===== config.mk =====
export PLATFORM = sky130hd
export DESIGN_NAME = lz4_frame_block_walker_unit
export DESIGN_NICKNAME = d
export VERILOG_FILES = /design/src/rtl/lz4fbw_pkg.sv /design/src/rtl/lz4_frame_block_walker_unit.sv
export SDC_FILE = /design/constraint.sdc
export NUM_CORES = 1
export LEC_CHECK = 0
export ABC_AREA = 1
export BUFFER_PORTS_ARGS = -buffer_cell sky130_fd_sc_hd__buf_4
export CORE_ASPECT_RATIO = 0.7
export CORE_MARGIN = 1.5
export CORE_UTILIZATION = 45
export CTS_CLUSTER_SIZE = 28
export DETAILED_ROUTE_END_ITERATION = 7
export PLACE_DENSITY = 0.63
export SETUP_SLACK_MARGIN = 0.4
export SLEW_MARGIN = 20
export SYNTH_ARGS = -nofsm -noshare
export SYNTH_HDL_FRONTEND = slang
export SYNTH_SLANG_ARGS = --single-unit

===== constraint.sdc =====
create_clock -name clk -period 16.39 [get_ports clk]
set_input_delay 3.278 -clock clk [delete_from_list [all_inputs] [get_ports clk]]
set_output_delay 3.278 -clock clk [all_outputs]
set_load 0.05 [all_outputs]

===== src/rtl/lz4fbw_pkg.sv =====
// ----------------------------------------------------------------------------
// lz4 frame block walker package
// phase, kind and error codes, result layout and small helpers
// ----------------------------------------------------------------------------
package lz4fbw_pkg;

    localparam logic [31:0] FRAME_MAGIC = 32'h184D2204;
    localparam logic [31:0] SIZE_MASK   = 32'h7fffffff;
    localparam logic [31:0] RAW_BIT     = 32'h80000000;

    localparam int RESULT_BITS = 200;
    localparam int BYTE_BITS   = 8;
    localparam int KIND_BITS   = 2;
    localparam int SPAN_BITS   = 32;
    localparam int CAP_BITS    = 23;

    // frame walk phase
    typedef enum logic [2:0] {
        PH_HEAD = 3'd0,
        PH_SIZE = 3'd1,
        PH_SKIP = 3'd2,
        PH_DONE = 3'd3,
        PH_FAIL = 3'd4
    } phase_t;

    // result kind, carried on tuser
    typedef enum logic [1:0] {
        KIND_BLOCK  = 2'd0,
        KIND_ACCEPT = 2'd1,
        KIND_REJECT = 2'd2
    } kind_t;

    // final status error codes
    typedef enum logic [2:0] {
        ERR_NONE      = 3'd0,
        ERR_SHORT     = 3'd1,
        ERR_MAGIC     = 3'd2,
        ERR_SIZE_ID   = 3'd3,
        ERR_DEPENDENT = 3'd4,
        ERR_TRUNCATED = 3'd5,
        ERR_NO_BLOCKS = 3'd6
    } err_t;

    // result item layout, lowest field in the lowest bits
    typedef struct packed {
        logic [3:0]          pad;
        logic                checksums_present;
        logic [CAP_BITS-1:0] max_block_bytes;
        logic [31:0]         max_span;
        logic [31:0]         block_count;
        logic                raw_block;
        logic [31:0]         block_span;
        logic [39:0]         block_offset;
        logic [31:0]         block_index;
        err_t                error_code;
    } result_t;

    // decoded block capacity, 1 << (2*id + 8)
    function automatic logic [CAP_BITS-1:0] block_capacity(input logic [2:0] id);
        logic [4:0] sh;
        sh = 5'({id, 1'b0}) + 5'd8;
        block_capacity = CAP_BITS'(1) << sh;
    endfunction

endpackage


===== src/rtl/lz4_frame_block_walker_unit.sv =====
// ----------------------------------------------------------------------------
// lz4 frame block walker
// an accepted byte reaches its result item through the input register, then the
//   result register; throughput one byte per cycle, set by the single state
//   update per byte; stalls only while the result register is held
// reset: rst_n clears the frame state and both valid flags at once
// ----------------------------------------------------------------------------
module lz4_frame_block_walker_unit #(
    parameter int OFFSET_BITS = 40,
    parameter int COUNT_BITS  = 32
) (
    input  logic                                  clk,
    input  logic                                  rst_n,
    input  logic                                  s_tvalid,
    output logic                                  s_tready,
    input  logic [lz4fbw_pkg::BYTE_BITS-1:0]      s_tdata,  // data_byte
    input  logic                                  s_tlast,  // last_byte
    output logic                                  m_tvalid,
    input  logic                                  m_tready,
    // error_code, block_index, block_offset, block_span, raw_block, block_count,
    // max_span, max_block_bytes, checksums_present, zero fill to 200 bits
    output logic [lz4fbw_pkg::RESULT_BITS-1:0]    m_tdata,
    output logic [lz4fbw_pkg::KIND_BITS-1:0]      m_tuser   // kind
);
    import lz4fbw_pkg::*;

    localparam int OB = OFFSET_BITS;
    localparam int CB = COUNT_BITS;

    // input register
    logic                 in_valid_reg, in_valid_next;
    logic [BYTE_BITS-1:0] in_byte_reg;
    logic                 in_last_reg;

    // frame state
    phase_t        phase_reg, phase_next;
    logic [OB-1:0] byte_offset_reg, byte_offset_next;
    logic [7:0]    flag_reg, flag_next;
    logic [2:0]    size_id_reg, size_id_next;
    logic [4:0]    header_end_reg, header_end_next;
    logic [31:0]   size_word_reg, size_word_next;
    logic [31:0]   skip_left_reg, skip_left_next;
    logic [CB-1:0] blocks_seen_reg, blocks_seen_next;
    logic [31:0]   widest_span_reg, widest_span_next;
    err_t          fault_reg, fault_next;

    // result register
    logic    out_valid_reg, out_valid_next;
    result_t result_reg, result_next;
    kind_t   kind_reg, kind_next;

    // datapath helpers
    logic          slot_free;
    logic          proc;
    logic [31:0]   sw_shift;
    logic [OB:0]   off_inc;
    logic          rec_hit;
    logic [31:0]   body;
    logic [31:0]   span;
    logic          emit;
    logic [OB-1:0] rec_off;
    logic [OB+39:0] rec_off_wide;
    logic [CB+31:0] index_wide;
    logic [CB+31:0] count_wide;

    // handshake
    assign slot_free = !out_valid_reg || m_tready;
    assign proc      = in_valid_reg && slot_free;
    assign s_tready  = !in_valid_reg || slot_free;

    always_comb
    begin
        in_valid_next = in_valid_reg;
        if (s_tvalid && s_tready)
        begin
            in_valid_next = 1'b1;
        end
        else if (proc)
        begin
            in_valid_next = 1'b0;
        end
    end

    always_ff @(posedge clk or negedge rst_n)
    begin
        if (!rst_n)
        begin
            in_valid_reg <= 1'b0;
        end
        else
        begin
            in_valid_reg <= in_valid_next;
        end
    end

    always_ff @(posedge clk)
    begin
        if (s_tvalid && s_tready)
        begin
            in_byte_reg <= s_tdata;
            in_last_reg <= s_tlast;
        end
    end

    // shared values for this byte
    assign sw_shift = {in_byte_reg, size_word_reg[31:8]};
    assign off_inc  = {1'b0, byte_offset_reg} + (OB + 1)'(1);
    assign body     = (sw_shift & SIZE_MASK) + (flag_reg[4] ? 32'd4 : 32'd0);
    assign span     = body + 32'd4;

    // next frame state
    always_comb
    begin
        phase_next       = phase_reg;
        byte_offset_next = byte_offset_reg;
        flag_next        = flag_reg;
        size_id_next     = size_id_reg;
        header_end_next  = header_end_reg;
        size_word_next   = size_word_reg;
        skip_left_next   = skip_left_reg;
        blocks_seen_next = blocks_seen_reg;
        widest_span_next = widest_span_reg;
        fault_next       = fault_reg;
        rec_hit          = 1'b0;

        unique case (phase_reg)
            PH_HEAD:
            begin
                if (byte_offset_reg < OB'(4))
                begin
                    size_word_next = sw_shift;
                    if (byte_offset_reg == OB'(3) && sw_shift != FRAME_MAGIC)
                    begin
                        fault_next = ERR_MAGIC;
                        phase_next = PH_FAIL;
                    end
                end
                else if (byte_offset_reg == OB'(4))
                begin
                    flag_next = in_byte_reg;
                end
                else if (byte_offset_reg == OB'(5))
                begin
                    size_id_next = in_byte_reg[6:4];
                    if (in_byte_reg[6:4] < 3'd4)
                    begin
                        fault_next = ERR_SIZE_ID;
                        phase_next = PH_FAIL;
                    end
                    else if (!flag_reg[5])
                    begin
                        fault_next = ERR_DEPENDENT;
                        phase_next = PH_FAIL;
                    end
                    else
                    begin
                        header_end_next = 5'd7 + (flag_reg[3] ? 5'd8 : 5'd0)
                                        + (flag_reg[0] ? 5'd4 : 5'd0);
                    end
                end
                // header done, first size word follows
                if (phase_next == PH_HEAD && byte_offset_reg >= OB'(5)
                    && off_inc >= (OB + 1)'(header_end_next))
                begin
                    phase_next     = PH_SIZE;
                    skip_left_next = 32'd4;
                    size_word_next = '0;
                end
            end
            PH_SIZE:
            begin
                size_word_next = sw_shift;
                skip_left_next = skip_left_reg - 32'd1;
                if (skip_left_next == 32'd0)
                begin
                    if (sw_shift == 32'd0)
                    begin
                        phase_next = PH_DONE;
                    end
                    else
                    begin
                        rec_hit = 1'b1;
                        if (span > widest_span_reg)
                        begin
                            widest_span_next = span;
                        end
                        if (blocks_seen_reg != {CB{1'b1}})
                        begin
                            blocks_seen_next = blocks_seen_reg + CB'(1);
                        end
                        if (body == 32'd0)
                        begin
                            phase_next     = PH_SIZE;
                            skip_left_next = 32'd4;
                            size_word_next = '0;
                        end
                        else
                        begin
                            phase_next     = PH_SKIP;
                            skip_left_next = body;
                        end
                    end
                end
            end
            PH_SKIP:
            begin
                skip_left_next = skip_left_reg - 32'd1;
                if (skip_left_next == 32'd0)
                begin
                    phase_next     = PH_SIZE;
                    skip_left_next = 32'd4;
                    size_word_next = '0;
                end
            end
            default:
            begin
            end
        endcase

        // saturating byte counter
        if (byte_offset_reg != {OB{1'b1}})
        begin
            byte_offset_next = byte_offset_reg + OB'(1);
        end

        // final byte returns to the start of a new file
        if (in_last_reg)
        begin
            phase_next       = PH_HEAD;
            byte_offset_next = '0;
            flag_next        = '0;
            size_id_next     = '0;
            header_end_next  = 5'd7;
            size_word_next   = '0;
            skip_left_next   = '0;
            blocks_seen_next = '0;
            widest_span_next = '0;
            fault_next       = ERR_NONE;
        end
    end

    // record and final status fields
    assign rec_off      = (byte_offset_reg >= OB'(3)) ? byte_offset_reg - OB'(3) : '0;
    assign rec_off_wide = {40'b0, rec_off};
    assign index_wide   = {32'b0, blocks_seen_reg};

    // counter after this byte, needed in the final status
    always_comb
    begin
        count_wide = {32'b0, blocks_seen_reg};
        if (rec_hit && blocks_seen_reg != {CB{1'b1}})
        begin
            count_wide = {32'b0, blocks_seen_reg + CB'(1)};
        end
    end

    // result item
    always_comb
    begin
        err_t code;
        logic done_phase;
        code        = ERR_NONE;
        done_phase  = 1'b0;
        result_next = '0;
        kind_next   = KIND_BLOCK;
        emit        = 1'b0;

        if (in_last_reg)
        begin
            emit = 1'b1;
            // phase after this byte, ignoring the final-byte clear
            done_phase = (phase_reg == PH_DONE)
                      || (phase_reg == PH_SIZE && skip_left_reg == 32'd1
                          && sw_shift == 32'd0);
            if (byte_offset_reg < OB'(18))
            begin
                code = ERR_SHORT;
            end
            else if (fault_reg != ERR_NONE)
            begin
                code = fault_reg;
            end
            else if (!done_phase)
            begin
                code = ERR_TRUNCATED;
            end
            else if (count_wide[CB-1:0] == '0)
            begin
                code = ERR_NO_BLOCKS;
            end

            if (code == ERR_NONE)
            begin
                kind_next                     = KIND_ACCEPT;
                result_next.block_count       = count_wide[31:0];
                result_next.max_span          = widest_span_reg;
                result_next.max_block_bytes   = block_capacity(size_id_reg);
                result_next.checksums_present = flag_reg[4];
            end
            else
            begin
                kind_next              = KIND_REJECT;
                result_next.error_code = code;
            end
        end
        else if (rec_hit)
        begin
            emit                     = 1'b1;
            kind_next                = KIND_BLOCK;
            result_next.block_index  = index_wide[31:0];
            result_next.block_offset = rec_off_wide[39:0];
            result_next.block_span   = span;
            result_next.raw_block    = sw_shift[31];
        end
    end

    // frame state registers
    always_ff @(posedge clk or negedge rst_n)
    begin
        if (!rst_n)
        begin
            phase_reg       <= PH_HEAD;
            byte_offset_reg <= '0;
            flag_reg        <= '0;
            size_id_reg     <= '0;
            header_end_reg  <= 5'd7;
            size_word_reg   <= '0;
            skip_left_reg   <= '0;
            blocks_seen_reg <= '0;
            widest_span_reg <= '0;
            fault_reg       <= ERR_NONE;
        end
        else if (proc)
        begin
            phase_reg       <= phase_next;
            byte_offset_reg <= byte_offset_next;
            flag_reg        <= flag_next;
            size_id_reg     <= size_id_next;
            header_end_reg  <= header_end_next;
            size_word_reg   <= size_word_next;
            skip_left_reg   <= skip_left_next;
            blocks_seen_reg <= blocks_seen_next;
            widest_span_reg <= widest_span_next;
            fault_reg       <= fault_next;
        end
    end

    // result register valid
    always_comb
    begin
        out_valid_next = out_valid_reg;
        if (slot_free)
        begin
            out_valid_next = proc && emit;
        end
    end

    always_ff @(posedge clk or negedge rst_n)
    begin
        if (!rst_n)
        begin
            out_valid_reg <= 1'b0;
        end
        else
        begin
            out_valid_reg <= out_valid_next;
        end
    end

    always_ff @(posedge clk)
    begin
        if (proc && emit)
        begin
            result_reg <= result_next;
            kind_reg   <= kind_next;
        end
    end

    assign m_tvalid = out_valid_reg;
    assign m_tdata  = result_reg;
    assign m_tuser  = kind_reg;

endmodule


# Word-level counts from Yosys, hierarchy flattened
# Cells that the tools add are included.
[op_classes]
addsub = 10
n_lt_le_gt_ge = 7
n_eq_ne = 20
shifts = 1
n_mux = 83
bitwise_logic = 3
n_reduce_logical = 47
[op_table]
columns = ["op", "count"]
rows = [
  ["32-bit 2-to-1 mux", 24],
  ["32-bit case mux with 3 select lines", 2],
  ["32-bit logical NOT", 4],
  ["3-bit 2-to-1 mux", 31],
  ["40-bit by 3-bit equality test with 1-bit output (second input constant)", 2],
  ["40-bit 2-to-1 mux", 2],
  ["40-bit by 1-bit adder with 41-bit output (second input constant)", 1],
  ["41-bit by 5-bit greater-or-equal comparator with 1-bit output", 1],
  ["40-bit by 1-bit adder with 40-bit output (second input constant)", 1],
  ["40-bit by 2-bit equality test with 1-bit output (second input constant)", 1],
  ["40-bit by 2-bit greater-or-equal comparator with 1-bit output (second input constant)", 1],
  ["40-bit by 3-bit greater-or-equal comparator with 1-bit output (second input constant)", 1],
  ["40-bit by 3-bit less-than comparator with 1-bit output (second input constant)", 1],
  ["40-bit by 5-bit less-than comparator with 1-bit output (second input constant)", 1],
  ["5-bit 2-to-1 mux", 8],
  ["40-bit != test (second input constant)", 1],
  ["40-bit by 2-bit subtractor with 40-bit output (second input constant)", 1],
  ["31-bit by 3-bit adder with 32-bit output", 1],
  ["32-bit by 1-bit adder with 32-bit output (second input constant)", 1],
  ["32-bit by 3-bit adder with 32-bit output (second input constant)", 1],
  ["32-bit by 1-bit equality test with 1-bit output (second input constant)", 1],
  ["32-bit > comparator", 1],
  ["32-bit by 29-bit != test with 1-bit output (second input constant)", 1],
  ["32-bit != test (second input constant)", 1],
  ["other kinds (33)", 81],
]
[word_totals]
regBits = 397
out_inout_bits = 204
wordCells = 195

# Longest topological paths before layout
# Gate-level depths: netlist of run 1.
[logic_depth]
word_depth = 14
mapped_depth = 37

# Worst setup path after synthesis of run 1
# Ideal clock, no wire load.
[synth_timing]
kind = "input port to flip-flop"
from = "input m_tready"
to = "register result_reg (netlist bit m_tdata[0]) (enable)"
arrival_time_ns = 12.665
t_required_ns = 15.591
path_slack_ns = 2.927
stages = 4
path_buffers = 0
path_cell_list = "inv_1 a21oi_1 inv_1 a21oi_1"
[synth_between]
elab_chain_len = 3
[synth_lines]
columns = ["item", "line", "rtl"]
rows = [
  ["start: declaration", "lz4_frame_block_walker_unit.sv:19", "input logic m_tready,"],
  ["1-bit logical OR", "lz4_frame_block_walker_unit.sv:67", "assign slot_free = !out_valid_reg || m_tready;"],
  ["1-bit logical AND", "lz4_frame_block_walker_unit.sv:68", "assign proc = in_valid_reg && slot_free;"],
  ["1-bit logical AND", "lz4_frame_block_walker_unit.sv:372", "if (proc && emit)"],
  ["end signal: assignment", "lz4_frame_block_walker_unit.sv:374", "result_reg <= result_next;"],
  ["end: declaration", "lz4_frame_block_walker_unit.sv:49", "result_t result_reg, result_next;"],
]
# No other way between the ends.
# A chain may end at the register's enable or synchronous reset.

# Final worst setup path of run 1
[layout_timing]
from = "input m_tready"
to = "output s_tready"
[layout_between]
elab_chain_len = 2
[layout_lines]
columns = ["item", "line", "rtl"]
rows = [
  ["1-bit logical OR", "lz4_frame_block_walker_unit.sv:67", ""],
  ["1-bit logical OR", "lz4_frame_block_walker_unit.sv:69", "assign s_tready = !in_valid_reg || slot_free;"],
  ["end: declaration", "lz4_frame_block_walker_unit.sv:15", "output logic s_tready,"],
]
# No other way between the ends.

==> results of run 1 <==
## power groups by stage
stage / combinational, mW / sequential (mW) / clock (mW)
2_1_floorplan: 1.85 / 1.34 / 0
3_3_place_gp: 2.59 / 1.28 / 0
3_5_place_dp: 2.62 / 1.29 / 0
4_1_cts: 2.63 / 1.27 / 1.00
5_1_grt: 2.98 / 1.29 / 1.04
6_report: 2.68 / 1.27 / 0.980
## worst reg2reg max path: cells and delay by family (launching register included)
kind / cells / cell delay (ns)
XOR/XNOR: 1 / 0.28
AND/OR/NAND/NOR: 21 / 3.20
AO/OA/AOI/OAI: 3 / 0.66
flip-flops: 1 / 0.40
adder cells (fa/ha/maj): 3 / 0.66
buffers and inverters: 4 / 1.03
## layer usage
metal	wire (um)	part of all wire (%)	global-route usage (%)
met4	1270	1.9	6.50
met3	6500	9.6	5.89
met1	33200	49	41.3
met5	0	0	0
met2	27100	40	35.1
## how the worst min path moves through the flow
stage	start	endpoint	slack, ns	depth (start not counted)
after CTS	header_end_reg[1]	header_end_reg[1]	0.48	2
after floorplan	header_end_reg[0]	header_end_reg[0]	0.44	2
after detailed placement	header_end_reg[1]	header_end_reg[1]	0.46	2
final	header_end_reg[1]	header_end_reg[1]	0.47	2
after global placement	header_end_reg[1]	header_end_reg[1]	0.46	2
after global routing	header_end_reg[1]	header_end_reg[1]	0.50	2
## cells in the mapped netlist (4+ instances only)
| master | instances |
|---|---|
| a21oi_1 | 53 |
| buf_2 | 11 |
| buf_4 | 22 |
| buf_6 | 5 |
| clkbuf_1 | 68 |
| clkinv_1 | 8 |
| dfrtp_1 | 177 |
| edfxtp_1 | 196 |
| ha_1 | 48 |
| inv_1 | 343 |
| inv_2 | 15 |
| nand2_1 | 687 |
| nand2_2 | 12 |
| nand3_1 | 131 |
| nand3_2 | 5 |
| nand3b_1 | 9 |
| nand4_1 | 102 |
| nor2_1 | 410 |
| nor2_2 | 19 |
| nor2_4 | 37 |
| nor3_1 | 64 |
| nor3_2 | 4 |
| nor4_1 | 24 |
| o21ai_0 | 183 |
| o21ai_1 | 25 |
| o21bai_1 | 4 |
| o22ai_1 | 61 |
| or2_2 | 8 |
| xnor2_1 | 4 |
| xor2_1 | 106 |
## area by class of cell
| cell class | count | area (um2) | share of cell area [%] |
|---|---|---|---|
| flip-flops and latches | 376 | 10400 | 39.8 |
| diodes | 1 | 2.50 | 0.00959 |
| inverters | 366 | 1370 | 5.26 |
| clock inverters | 29 | 324 | 1.24 |
| multi-input cells | 2050 | 10400 | 39.9 |
| clock buffers | 48 | 1090 | 4.19 |
| well taps | 665 | 832 | 3.19 |
| repair buffers | 220 | 1670 | 6.40 |
## per-stage QoR
step | worst slack (ns) | utilization [%] | area, um2
3_5_place_dp | 9.34 | 49.7 | 24700
2_1_floorplan | 2.93 | - | 22800
6_report | 9.33 | 52.6 | 26100
5_1_grt | 9.30 | 52.6 | 26100
3_3_place_gp | 9.30 | 49.7 | 24700
4_1_cts | 9.33 | 52.6 | 26100
## placed cells by master (no fill, tap or decap), types with 37 or more instances in the layout
master | synthesis | layout
nand4_1 | 102 | 102
nand3_1 | 131 | 131
clkbuf_16 | 0 | 42
a21oi_1 | 53 | 52
o21ai_0 | 183 | 183
nor2_4 | 37 | 37
o22ai_1 | 61 | 61
xor2_1 | 106 | 106
buf_4 | 22 | 217
edfxtp_1 | 196 | 196
nand2_1 | 687 | 687
nor3_1 | 64 | 64
inv_1 | 343 | 342
nor2_1 | 410 | 408
dfrtp_1 | 177 | 177
ha_1 | 48 | 48
## kinds of logic after synthesis
logic type      after synthesis
compound gates              346
buf+inv                     479
other cells                   1
fa+ha+maj                    48
xor+xnor                    111
flops                       376
simple gates               1526
==> flow_summary.ini, run 1 <==
[timing]
hold_ws_ns = 0.473
grt_setup_unrepaired = false
tightest_slew_ns = 1.14
fmax_mhz = 142
finalHoldViolCount = 0
slew_headroom_pct = 23.4
period_share_pct = 43.1
tns_ns = 0
fin_worst_skew_ns = 0.0205
period_needed_ns = 7.06
finalSetupViolCount = 0
finalMaxSlewViolations = 0

[power_and_ir_drop]
p_int_mw = 2.45
power.leakage_nw = 11.8
switchingPower_mw = 2.48
ir_drop_uv = 136
power.density_nw_per_um2 = 189
swShare_pct = 50.3
combPwrFrac_pct = 54.3
p_seq_share_pct = 25.8
power_mw = 4.93
clockPowerShare_pct = 19.9

[cts]
cts_buffers = 42
clockBufferDepth = 3
path_clk_slew_ns = 0.06
cts_max_level = 2
clock_latency_ns = 0.58
cts_root_buffer = clkbuf_16
cts_sinks = 376
hold_buffers = 0
cts_tree = built
postCtsSetupBuffers = 0
cts_resized = 0

[synthesis]
synth_edf_count = 196
synth_compound_area_share_pct = 8.31
synth-simple-area-share_pct = 30.1
synth_mux_area_share_pct = 0
synth_top_area_share_pct = 25.9
yosysWarnings = 0
ys.flop_type = edfxtp_1
ys_top_cells_by_area = edfxtp_1, dfrtp_1, nand2_1, nor2_1, inv_1
synthAdderAreaFrac_pct = 2.64
ys_ff_latch = 376
synth_top_family_by_area = simple AND/OR/NAND/NOR gates
yosysTopAreaCell = edfxtp_1
syn_inst = 2887
synth_xor_area_share_pct = 4.31
synth_area_um2 = 22700
seq_area_frac_synth_pct = 45.8
synth_async_sr_flop_share_pct = 47.9
synth_cell_types = 61
avgSynthCellArea_um2 = 7.87

[detailed_routing]
num_vias = 20200
wl_um = 68000
drtIter0Drc = 1958
via_per_inst = 5.39
drcViolationCount = 0
dr.pass1.iters = 5
wl_per_cell_um = 18.1
ant_nets = 0

[floorplan]
ioPinCount = 217
core-area_um2 = 49600
die_h_um = 191
die-width_um = 272
die-area_um2 = 51900
start_util_pct = 45.8
rows = 68

[worst_setup_path]
endpoint = s_tready
crit_start = m_tready
cpMostUsedCell = buf_4
rr_startpoint = size_word_reg[10]
required_ns = 13.11
worstPathMaxFanout = 3
crit_arrival_ns = 3.78
worstSetupEndpointType = output port
crit_path_cell_trace = buf_4, inv_1, nand3_1, buf_4
cp_top_family = buffers and inverters
cpMaxStageDelayCell = buf_4
r2r_cells = 32
start_kind = primary input
r2r_slack_ns = 9.97
timing.rr.end = widest_span_reg[27]
path_class = in -> out
cpPeakStageDelay_ns = 0.21
cp.depth = 4
critPathBufInv = 3

[grt]
antenna_found_initial = 0
gr-total-overflow = 0
grt_usage_pct = 26.1
grt_max_degree = 189
grt_pass1_wl_um = 106000
grt_pass1_vias = 18600

[placed_design]
gp_congestion = 0.963
io_buffer_count = 201
dpl.cell_count = 3677
dp_hpwl_um = 50800

[layout]
largest_register_ffs = 185
layout.nets = 3117
area_growth_pct = 14.9
nFillCells = 4728
drive_gt1_share_pct = 13.2
final_cells = 3755

[job]
maxCapViolCount = 0

[hold_path]
min_path_type = reg -> reg

[status]
status = finished clean
Note: power is estimated with default switching activity, not from simulation.
==> run 2, diff against run 1 <==
- ABC_AREA: 1 -> 0
- clock period: 16.39 -> 7.4 ns (I/O delays scaled with it)
==> run 2 against run 1 <==
Compared with the run above: total power grew 35%; clock power grew 120%; global-route usage grew 3.5 points; critical path type is now reg -> reg; largest cell class unchanged; largest power group is now sequential cells.
==> flow_summary.ini, run 2 <==
[cts]
cts_sinks = 376
path_clk_slew_ns = 0.06
clockBufferDepth = 3
cts_tree = built
cts_max_level = 2
cts_root_buffer = clkbuf_16
clock_latency_ns = 0.59
cts_buffers = 41
hold_buffers = 0

[timing]
period_needed_ns = 6.57
finalMaxSlewViolations = 0
slew_headroom_pct = 20.1
finalHoldViolCount = 0
fmax_mhz = 152
tns_ns = 0
finalSetupViolCount = 0
fin_ws_ns = 0.828
grt_setup_unrepaired = false
period_share_pct = 88.8
fin_worst_skew_ns = 0.0307
tightest_slew_ns = 1.19

[synthesis]
avgSynthCellArea_um2 = 9.32
synth_async_sr_flop_share_pct = 47.9
yosysTopAreaCell = edfxtp_1
seq_area_frac_synth_pct = 45.5
yosysMostFrequentCell = nor2_1
syn_inst = 2451
ys_top_cells_by_area = edfxtp_1, dfrtp_1, xnor2_1, nor2_1, clkbuf_1
synth_edf_count = 196
yosysWarnings = 0
synth_area_um2 = 22800
ys_ff_latch = 376
ys_top_cells_by_count = nor2_1, edfxtp_1, dfrtp_1
ys.flop_type = edfxtp_1
synth_cell_types = 83
synth_top_area_share_pct = 25.8

[worst_setup_path]
required_ns = 7.89
crit_path_cell_trace = ha_1, ha_1, nand3_1, or4_1, nor3b_1, xnor2_1, or4_1, or4_1, nor3_1, xnor2_1, ha_1, nand4_1, nor2_1, o31a_1, o21ai_0, a21oi_2, buf_4, o211a_1, a21oi_1, o22ai_1
crit_start = flag_reg[4]
r2r_slack_ns = 0.83
endpoint = widest_span_reg[10]
worstPathMaxFanout = 31
start_kind = flop
cpPeakStageDelay_ns = 0.73
path_class = reg -> reg
cpMaxStageDelayCell = or4_1
worstSetupEndpointType = flop
timing.rr.end = widest_span_reg[10]
crit_arrival_ns = 7.06
r2r_cells = 20
rr_startpoint = flag_reg[4]

[floorplan]
die-width_um = 272
die_h_um = 191
rows = 68
ioPinCount = 217
core-area_um2 = 49700
start_util_pct = 46.0
die-area_um2 = 52100

[job]
maxCapViolCount = 0

[detailed_routing]
dr.pass1.iters = 6
drcViolationCount = 0
wl_um = 78200
via_per_inst = 6.26
num_vias = 20200
drtIter0Drc = 2744
ant_nets = 0
wl_per_cell_um = 24.2

[grt]
grt_usage_pct = 29.6
grt_max_degree = 100
grt_pass1_vias = 18200
antenna_found_initial = 3
grt_pass1_wl_um = 117000
gr-total-overflow = 0

[placed_design]
gp_congestion = 0.985
post-place-ws_ns = 0.895
dpl.cell_count = 3155
io_buffer_count = 201
dp_hpwl_um = 57100

[layout]
final_cells = 3232
nFillCells = 4595
regArea_um2 = 10400
layout.nets = 2595
largest_register_ffs = 185
final_common_cell = nor2_1
drive_gt1_share_pct = 15.9
multi_input_area_um2 = 11300
area_growth_pct = 14.4
layout_common_cells = nor2_1, buf_4, edfxtp_1

[power_and_ir_drop]
ir_drop_uv = 139
power_mw = 6.64
power.leakage_nw = 10.4
power.density_nw_per_um2 = 254

[status]
status = finished clean

[hold_path]
min_path_type = reg -> reg
## run 2: cell families (layout without fill, tap and decap cells)
| group | after synthesis | after routing | share of synthesized area [%] |
|---|---|---|---|
| compound gates | 492 | 492 | 14.1 |
| xor+xnor | 150 | 150 | 5.75 |
| fa+ha+maj | 48 | 48 | 2.63 |
| buf+inv | 304 | 401 | 5.56 |
| flops | 376 | 376 | 45.5 |
| mux | 40 | 40 | 1.79 |
| other cells | 1 | 20 | 0.0164 |
| simple gates | 1040 | 1040 | 24.6 |
## run 2: cell type report
cell class,instances,area share [%]
Timing Repair Buffer,238,7.03
Inverter,88,1.29
Tap cell,665,3.18
Clock buffer,50,4.29
Multi-Input combinational cell,1789,43.4
Clock inverter,25,1.06
Sequential cell,376,39.8
Antenna cell,1,0.00958
## run 2: power breakdown
group	switching (mW)	internal, mW
Clock	0.899	1.26
Sequential	0.217	2.38
Combinational	1.28	0.601
## run 2: worst min path at each step
stage                         from                  end  depth (start not counted)
3_5_place_dp    widest_span_reg[2]   widest_span_reg[2]                          1
3_3_place_gp   widest_span_reg[12]  widest_span_reg[12]                          1
4_1_cts        widest_span_reg[12]  widest_span_reg[12]                          1
5_1_grt        widest_span_reg[12]  widest_span_reg[12]                          1
2_1_floorplan  widest_span_reg[12]  widest_span_reg[12]                          1
6_report       widest_span_reg[12]  widest_span_reg[12]                          1
## run 2: through the flow
stage                     instance area, um2  hold slack (ns)  utilization [%]
final                                  26100            0.507             52.6
after global routing                   26100            0.527             52.6
after CTS                              26100            0.504             52.5
after detailed placement               24700            0.485             49.7
after global placement                 24700            0.487             49.7
after floorplan                        22900            0.466                -
## run 2: worst max-delay path: cells and delay by family (launching register included)
kind	cells	cell delay (ns)
DFF	1	0.49
adders and majority gates	3	0.95
xor gates and xnor gates	2	0.41
and+or+nand+nor	8	2.96
AOI/OAI and AO/OA	6	1.32
buffers and inverters	1	0.35
## run 2: timing repair
action | in CTS | in global routing
buffers inserted | 0 | 0
setup endpoints to repair | 0 | 56
gates resized for setup | 0 | 2
## run 2: metal layers
layer  track usage, %  routed length [um]  vias up  share of wire, %
met5                0                   0        -                 0
met4             6.26                1450        0               1.8
met3             7.25                9350      114                12
met2             38.5               30500     1071                39
met1             48.0               36900     9937                47
li1                 -                   -     9103                 -
